### config.mk
export PLATFORM = sky130hd
export DESIGN_NAME = sliding_window_lz77_decoder_flat
export DESIGN_NICKNAME = d
export VERILOG_FILES = /design/src/rtl/core/swld_pkg.sv /design/src/rtl/core/swld_if.sv /design/src/rtl/core/swld_hist_mem.sv /design/src/rtl/core/swld_seq.sv /design/src/rtl/core/sliding_window_lz77_decoder.sv /design/src/flat_wrapper.sv
export SDC_FILE = /design/constraint.sdc
export NUM_CORES = 2
export LEC_CHECK = 0
export BUFFER_PORTS_ARGS = -buffer_cell sky130_fd_sc_hd__clkbuf_2
export CAP_MARGIN = 20
export CORE_MARGIN = 2
export CORE_UTILIZATION = 50
export CTS_CLUSTER_DIAMETER = 200
export CTS_CLUSTER_SIZE = 20
export DETAILED_ROUTE_END_ITERATION = 12
export GPL_ROUTABILITY_DRIVEN = 0
export PLACE_DENSITY = 0.65
export SLEW_MARGIN = 5
export SYNTH_ARGS = -nofsm -noshare
export SYNTH_HDL_FRONTEND = slang
export SYNTH_HIERARCHICAL = 1
export SYNTH_SLANG_ARGS = --single-unit
### constraint.sdc
create_clock -name clk -period 17.84 [get_ports clk]
set_input_delay 2.676 -clock clk [delete_from_list [all_inputs] [get_ports clk]]
set_output_delay 2.676 -clock clk [all_outputs]
set_load 0.005 [all_outputs]
### src/rtl/core/swld_pkg.sv
// Package: shared constants, types and state encoding for the LZ77 window decoder.
package swld_pkg;

    localparam int HIST_DEPTH = 256;
    localparam int HIST_AW = $clog2(HIST_DEPTH);
    localparam int LEN_W = 6;
    localparam int BYTE_W = 8;

    localparam logic [LEN_W-1:0] MAX_MATCH = 6'd63;
    localparam logic [BYTE_W-1:0] WINDOW_RESET = 8'd100;
    localparam logic [BYTE_W-1:0] COUNT_SAT = 8'hFF;

    typedef enum logic [2:0] {
        ST_IDLE,
        ST_SETUP,
        ST_COPY_RD,
        ST_COPY_WR,
        ST_LIT
    } seq_state_t;

    typedef struct packed {
        logic              we;
        logic [HIST_AW-1:0] waddr;
        logic [BYTE_W-1:0] wdata;
        logic              re;
        logic [HIST_AW-1:0] raddr;
    } mem_req_t;

endpackage

### src/rtl/core/swld_if.sv
// Interfaces: the token input channel and the decoded byte output channel.
interface swld_tok_if;
    logic       valid;
    logic       ready;
    logic [5:0] match_length;
    logic [7:0] match_offset;
    logic [7:0] literal_byte;

    modport source (output valid, output match_length, output match_offset,
                    output literal_byte, input ready);
    modport sink (input valid, input match_length, input match_offset,
                  input literal_byte, output ready);
endinterface

interface swld_byte_if;
    logic       valid;
    logic       ready;
    logic [7:0] data_byte;
    logic       last;
    logic       bad_reference;

    modport source (output valid, output data_byte, output last,
                    output bad_reference, input ready);
    modport sink (input valid, input data_byte, input last,
                  input bad_reference, output ready);
endinterface

### src/rtl/core/swld_hist_mem.sv
// History memory: byte store of the decoded output with one write port and one registered read port.
module swld_hist_mem (
    input  logic                              clk,
    input  swld_pkg::mem_req_t                req,
    output logic [swld_pkg::BYTE_W-1:0]       rdata
);

    logic [swld_pkg::BYTE_W-1:0] mem [swld_pkg::HIST_DEPTH];
    logic [swld_pkg::BYTE_W-1:0] rdata_reg;

    always_ff @(posedge clk)
    begin
        if (req.we)
        begin
            mem[req.waddr] <= req.wdata;
        end
        if (req.re)
        begin
            rdata_reg <= mem[req.raddr];
        end
    end

    assign rdata = rdata_reg;

endmodule

### src/rtl/core/swld_seq.sv
// Sequencer: walks one token through setup, copy and literal steps around the history memory.
module swld_seq (
    input  logic                          clk,
    input  logic                          rst_n,
    input  logic [swld_pkg::BYTE_W-1:0]   window_size,
    swld_tok_if.sink                      tok,
    swld_byte_if.source                   dout,
    output swld_pkg::mem_req_t            mem_req,
    input  logic [swld_pkg::BYTE_W-1:0]   mem_rdata
);

    swld_pkg::seq_state_t state_reg, state_next;
    logic [swld_pkg::LEN_W-1:0]   cnt_reg, cnt_next;
    logic [swld_pkg::BYTE_W-1:0]  off_reg, off_next;
    logic [swld_pkg::BYTE_W-1:0]  lit_reg, lit_next;
    logic [swld_pkg::HIST_AW-1:0] wp_reg, wp_next;
    logic [swld_pkg::BYTE_W-1:0]  bw_reg, bw_next;
    logic                         wrapped_reg, wrapped_next;
    logic [swld_pkg::HIST_AW-1:0] rd_addr_reg, rd_addr_next;
    logic                         rd_valid_reg, rd_valid_next;
    logic                         bad_reg, bad_next;
    logic                         ov_reg, ov_next;
    logic [swld_pkg::BYTE_W-1:0]  od_reg, od_next;
    logic                         ol_reg, ol_next;
    logic                         ob_reg, ob_next;

    logic                         slot_free;
    logic [swld_pkg::BYTE_W-1:0]  filled;
    logic                         do_write;
    logic [swld_pkg::BYTE_W-1:0]  wr_byte;
    logic [swld_pkg::LEN_W-1:0]   len_sat;

    assign slot_free = !ov_reg || dout.ready;
    assign filled = (bw_reg < window_size) ? bw_reg : window_size;
    assign len_sat = (tok.match_length > swld_pkg::MAX_MATCH) ? swld_pkg::MAX_MATCH
                                                               : tok.match_length;

    assign tok.ready          = (state_reg == swld_pkg::ST_IDLE);
    assign dout.valid         = ov_reg;
    assign dout.data_byte     = od_reg;
    assign dout.last          = ol_reg;
    assign dout.bad_reference = ob_reg;

    always_ff @(posedge clk or negedge rst_n)
    begin
        if (!rst_n)
        begin
            state_reg   <= swld_pkg::ST_IDLE;
            wp_reg      <= '0;
            bw_reg      <= '0;
            wrapped_reg <= 1'b0;
            ov_reg      <= 1'b0;
        end
        else
        begin
            state_reg   <= state_next;
            wp_reg      <= wp_next;
            bw_reg      <= bw_next;
            wrapped_reg <= wrapped_next;
            ov_reg      <= ov_next;
        end
    end

    always_ff @(posedge clk)
    begin
        cnt_reg      <= cnt_next;
        off_reg      <= off_next;
        lit_reg      <= lit_next;
        rd_addr_reg  <= rd_addr_next;
        rd_valid_reg <= rd_valid_next;
        bad_reg      <= bad_next;
        od_reg       <= od_next;
        ol_reg       <= ol_next;
        ob_reg       <= ob_next;
    end

    always_comb
    begin
        state_next    = state_reg;
        cnt_next      = cnt_reg;
        off_next      = off_reg;
        lit_next      = lit_reg;
        wp_next       = wp_reg;
        bw_next       = bw_reg;
        wrapped_next  = wrapped_reg;
        rd_addr_next  = rd_addr_reg;
        rd_valid_next = rd_valid_reg;
        bad_next      = bad_reg;
        ov_next       = ov_reg && !dout.ready;
        od_next       = od_reg;
        ol_next       = ol_reg;
        ob_next       = ob_reg;
        do_write      = 1'b0;
        wr_byte       = lit_reg;
        mem_req.re    = 1'b0;
        mem_req.raddr = rd_addr_reg;

        case (state_reg)
            swld_pkg::ST_IDLE:
            begin
                if (tok.valid)
                begin
                    cnt_next   = len_sat;
                    off_next   = tok.match_offset;
                    lit_next   = tok.literal_byte;
                    state_next = swld_pkg::ST_SETUP;
                end
            end
            swld_pkg::ST_SETUP:
            begin
                // The window start is frozen here for the whole token.
                bad_next     = (off_reg >= filled);
                rd_addr_next = wp_reg - filled + off_reg;
                state_next   = (cnt_reg == '0) ? swld_pkg::ST_LIT : swld_pkg::ST_COPY_RD;
            end
            swld_pkg::ST_COPY_RD:
            begin
                mem_req.re = 1'b1;
                // An entry never written since reset reads as zero.
                rd_valid_next = wrapped_reg || (rd_addr_reg < wp_reg);
                state_next    = swld_pkg::ST_COPY_WR;
            end
            swld_pkg::ST_COPY_WR:
            begin
                if (slot_free)
                begin
                    wr_byte      = rd_valid_reg ? mem_rdata : '0;
                    do_write     = 1'b1;
                    ov_next      = 1'b1;
                    od_next      = wr_byte;
                    ol_next      = 1'b0;
                    ob_next      = bad_reg;
                    rd_addr_next = rd_addr_reg + 1'b1;
                    cnt_next     = cnt_reg - 1'b1;
                    state_next   = (cnt_reg == 6'd1) ? swld_pkg::ST_LIT : swld_pkg::ST_COPY_RD;
                end
            end
            swld_pkg::ST_LIT:
            begin
                if (slot_free)
                begin
                    wr_byte    = lit_reg;
                    do_write   = 1'b1;
                    ov_next    = 1'b1;
                    od_next    = lit_reg;
                    ol_next    = 1'b1;
                    ob_next    = 1'b0;
                    state_next = swld_pkg::ST_IDLE;
                end
            end
            default:
            begin
                state_next = swld_pkg::ST_IDLE;
            end
        endcase

        if (do_write)
        begin
            wp_next = wp_reg + 1'b1;
            if (bw_reg != swld_pkg::COUNT_SAT)
            begin
                bw_next = bw_reg + 1'b1;
            end
            if (wp_reg == {swld_pkg::HIST_AW{1'b1}})
            begin
                wrapped_next = 1'b1;
            end
        end

        mem_req.we    = do_write;
        mem_req.waddr = wp_reg;
        mem_req.wdata = wr_byte;
    end

endmodule

### src/rtl/core/sliding_window_lz77_decoder.sv
// Top level: LZ77 token decoder with a sliding window over a 256-byte output history.
//
// Tokens arrive on tok (valid/ready); each carries a match length, an offset
// counted from the window start, and a literal byte. Decoded bytes leave on
// dout (valid/ready), one word per byte: the copied bytes first, then the
// literal with last set. bad_reference marks copied bytes of a token whose
// offset is not below the filled window size.
// The window size register must be written through cfg_we/cfg_wdata only while idle;
// the block does not enforce this. It takes effect at the next token; it resets to 100.
// A token passes through these steps: accept, fix the window start, then per copied byte
// a memory read followed by write-back and output, and last the literal. tok.ready is
// high only between tokens.
// Reset empties the history at once: entries not yet written read as zero,
// tracked by the write pointer and a wrap flag, so there is no clearing pass.
// When the receiver stalls, the output register holds its word and the
// decoder waits before producing the next byte.
module sliding_window_lz77_decoder (
    input  logic                 clk,
    input  logic                 rst_n,
    swld_tok_if.sink             tok,
    swld_byte_if.source          dout,
    input  logic                 cfg_we,
    input  logic [7:0]           cfg_wdata
);

    logic [swld_pkg::BYTE_W-1:0] window_size_reg, window_size_next;
    swld_pkg::mem_req_t          mem_req;
    logic [swld_pkg::BYTE_W-1:0] mem_rdata;

    assign window_size_next = cfg_we ? cfg_wdata : window_size_reg;

    always_ff @(posedge clk or negedge rst_n)
    begin
        if (!rst_n)
        begin
            window_size_reg <= swld_pkg::WINDOW_RESET;
        end
        else
        begin
            window_size_reg <= window_size_next;
        end
    end

    swld_seq u_seq (
        .clk         (clk),
        .rst_n       (rst_n),
        .window_size (window_size_reg),
        .tok         (tok),
        .dout        (dout),
        .mem_req     (mem_req),
        .mem_rdata   (mem_rdata)
    );

    swld_hist_mem u_mem (
        .clk   (clk),
        .req   (mem_req),
        .rdata (mem_rdata)
    );

endmodule
### src/flat_wrapper.sv
// flat-port wrapper written by rule: the top's interface ports become plain ports
module sliding_window_lz77_decoder_flat 
  (clk, rst_n, cfg_we, cfg_wdata, tok_valid, tok_match_length, tok_match_offset, tok_literal_byte, tok_ready, dout_valid, dout_data_byte, dout_last, dout_bad_reference, dout_ready);
  swld_tok_if tok_i ();
  swld_byte_if dout_i ();
  input  logic clk;
  input  logic rst_n;
  input  logic cfg_we;
  input  logic [7:0] cfg_wdata;
  input wire logic [$bits(tok_i.valid)-1:0] tok_valid;
  input wire logic [$bits(tok_i.match_length)-1:0] tok_match_length;
  input wire logic [$bits(tok_i.match_offset)-1:0] tok_match_offset;
  input wire logic [$bits(tok_i.literal_byte)-1:0] tok_literal_byte;
  output wire logic [$bits(tok_i.ready)-1:0] tok_ready;
  output wire logic [$bits(dout_i.valid)-1:0] dout_valid;
  output wire logic [$bits(dout_i.data_byte)-1:0] dout_data_byte;
  output wire logic [$bits(dout_i.last)-1:0] dout_last;
  output wire logic [$bits(dout_i.bad_reference)-1:0] dout_bad_reference;
  input wire logic [$bits(dout_i.ready)-1:0] dout_ready;
  assign tok_i.valid = tok_valid;
  assign tok_i.match_length = tok_match_length;
  assign tok_i.match_offset = tok_match_offset;
  assign tok_i.literal_byte = tok_literal_byte;
  assign tok_ready = tok_i.ready;
  assign dout_valid = dout_i.valid;
  assign dout_data_byte = dout_i.data_byte;
  assign dout_last = dout_i.last;
  assign dout_bad_reference = dout_i.bad_reference;
  assign dout_i.ready = dout_ready;
  sliding_window_lz77_decoder u_core (.clk(clk), .rst_n(rst_n), .tok(tok_i), .dout(dout_i), .cfg_we(cfg_we), .cfg_wdata(cfg_wdata));
endmodule
==> impl_metrics.tcl <==
set metrics [dict create \
    wl_per_cell_um 30.7 \
    yosys.area_share.xor_xnor_pct 0.293 \
    synth.area.mux_share_pct 14.1 \
    cp.required_ns 18.27 \
    clk_pin_slew_ns 0.08 \
    largest_reg_flops 2048 \
    setup_viol 0 \
    yosysMostFrequentCell "edfxtp_1" \
    synth_top_flop_cell "edfxtp_1" \
    drt_iter0_drc 5638 \
    max_freq_mhz 156 \
    power_density_nw_per_um2 155 \
    yosys.area.top_type_share_pct 75.2 \
    clock_sinks 2127 \
    final_antenna_net_count 0 \
    die_w_um 413 \
    startpoint_type "input port" \
    synthesis.area_um2 83800 \
    grt_pass1_vias 39600 \
    dr.pass1.iters 6 \
    synth_area_per_cell_um2 20.4 \
    fin_skew_ns 0.0383 \
    grt_util_all_layers_pct 22.9 \
    cp.arrival_ns 6.86 \
    ys_top_cells_by_area "edfxtp_1 75%, mux4_2 12%, mux2i_1 1.7%" \
    worstSetupPathType "in2reg" \
    post-route-period-util_pct 36.0 \
    ff2ff_path_depth 9 \
    synth.distinct_cells 76 \
    max-cap-violations 0 \
    cts_max_level 3 \
    grt_overflow 0 \
    synth_top_family_by_area "multiplexers" \
    final.fill_count 12700 \
    status "finished clean" \
    drive_gt1_share_pct 18.3 \
    layout.area.seq_um2 63700 \
    regMostFlops "u_core/u_mem/mem" \
    slew_headroom_pct 18.9 \
    synth_enable_flop_cells 2098 \
    synthTopCellsByCount "2098 x edfxtp_1, 454 x mux4_2, 297 x nor2_1" \
    ios 47 \
    synthSimpleGateAreaFrac_pct 3.10 \
    coreArea_um2 167000 \
    worstMarginPinSlew_ns 1.21 \
    worstHoldPathCells 1 \
    cts_buffers 116 \
    cts_tree "done" \
    layout-area-overhead-vs-synth_pct 6.67 \
    hold_buffers 0 \
    power_leakage_nw 27.4 \
    die-area_um2 171000 \
    clock_path_buffers 3 \
    synth_nets 4187 \
    seq_area_frac_synth_pct 76.0 \
    end_kind "flip-flop" \
    drc 0 \
    drv_slew 0 \
    start_util_pct 50.2 \
    post_cts_resized 0 \
    peakVddDrop_mv 0.154 \
    clk-insertion-delay-late_ns 0.79 \
    synthAdderAreaFrac_pct 0.690 \
    grt_pass1_wl_um 282000 \
    finish.net_count 4196 \
    grt_setup_unrepaired "no" \
    finalHoldViolCount 0 \
    wl_um 196000 \
    fp-row-count 150 \
    hold_class "reg2reg" \
    grt_antenna_before_repair 2 \
    whs_ns 0.474 \
    vias 40400 \
    dp_hpwl_um 118000 \
    postSynthCellCount 4110 \
    synth_compound_area_share_pct 3.83 \
    dieHeight_um 413 \
    ys_async_sr_fraction_pct 1.36 \
    worstPathMaxFanout 86 \
    yosysTopAreaCell "edfxtp_1" \
    tns_ns 0 \
    grt_max_degree 241 \
    ys_ff_latch 2127 \
    cts_root_buf "clkbuf_16" \
    io_buffers 46 \
    post_cts_buffers 0 \
    multi_input_area_um2 18600 \
    min_period_ns 6.43 \
    yosysWarnings 6 \
    routed_via_density 6.35 \
]
layout make-up:
class / instances / share of cell area (%)
clock inverter: 2 / 0.0280
multi-input combinational: 1713 / 20.8
antenna: 2 / 0.00560
timing repair buffer: 133 / 1.16
inverter: 28 / 0.123
sequential: 2127 / 71.3
tap: 2204 / 3.08
clock buffer: 155 / 3.48
per-layer routing:
metal  vias to the layer above  part of all wire [%]  GRT usage, %  routed length [µm]
met3                       268                   8.7          4.27               17100
met4                         2                   2.6          5.73                5080
met1                     21400                    41          33.1               79600
met2                      1882                    48          36.6               93800
met5                         -                0.0066             0                  13
li1                      16900                     -             -                   -
logic make-up (layout without fill, tap and decap cells):
group,after synthesis,after routing
flops,2127,2127
mux,608,608
simple gates,572,572
compound gates,463,463
buf+inv,270,318
fa+ha+maj,42,42
xor+xnor,28,28
other cells,0,2
final timing paths:
check                                            startpoint                        end  slack [ns]
worst min-delay path               u_core/u_seq/wrapped_reg   u_core/u_seq/wrapped_reg        0.47
worst min register to register     u_core/u_seq/wrapped_reg   u_core/u_seq/wrapped_reg        0.47
max in group asynchronous                             rst_n     u_core/u_seq/wp_reg[0]       15.36
min in group asynchronous                             rst_n  u_core/window_size_reg[4]        1.96
worst max register to register  u_core/u_seq/rd_addr_reg[0]      u_core/u_mem/rdata[5]       12.57
worst max-delay path                             dout_ready   u_core/u_mem/mem[147][5]       11.41
critical path, stage by stage:
cell	delay (ns)
clkbuf_2	0.09
nand2b_1	0.27
nand2_2	0.39
o21ai_4	0.88
buf_4	0.75
buf_4	0.75
buf_4	0.87
layout by cell type, fill, tap and decap left out, types with 20 or more instances in the layout:
cell type,count
nand3_1,42
mux2i_1,141
a22oi_1,133
a21oi_1,115
o221ai_1,46
nor3_1,27
buf_4,74
edfxtp_1,2098
o22ai_1,31
clkbuf_16,119
nor2_1,294
ha_1,35
nor2b_1,32
clkbuf_1,36
nor4_1,22
o21ai_0,32
nand2_1,80
xnor2_1,21
a211oi_1,20
mux4_2,454
inv_1,26
clkbuf_2,46
dfrtp_1,26
power by group:
group          internal (mW)  switching, mW
Combinational           1.65           3.19
Sequential              6.28         0.0826
Clock                   1.21           1.49
Total                   9.14           4.76
through the flow:
stage	power, mW	std cells	util [%]	setup slack (ns)	instance area, µm²
after floorplan	10.1	4110	-	2.50	83800
after global placement	11.3	6202	51.7	10.80	86200
after detailed placement	11.3	6204	51.7	10.64	86200
after CTS	14.0	6361	53.6	11.49	89400
after global routing	14.4	6362	53.6	11.09	89400
final	13.9	6364	53.6	11.41	89400
(Power assumes the default switching activity.)
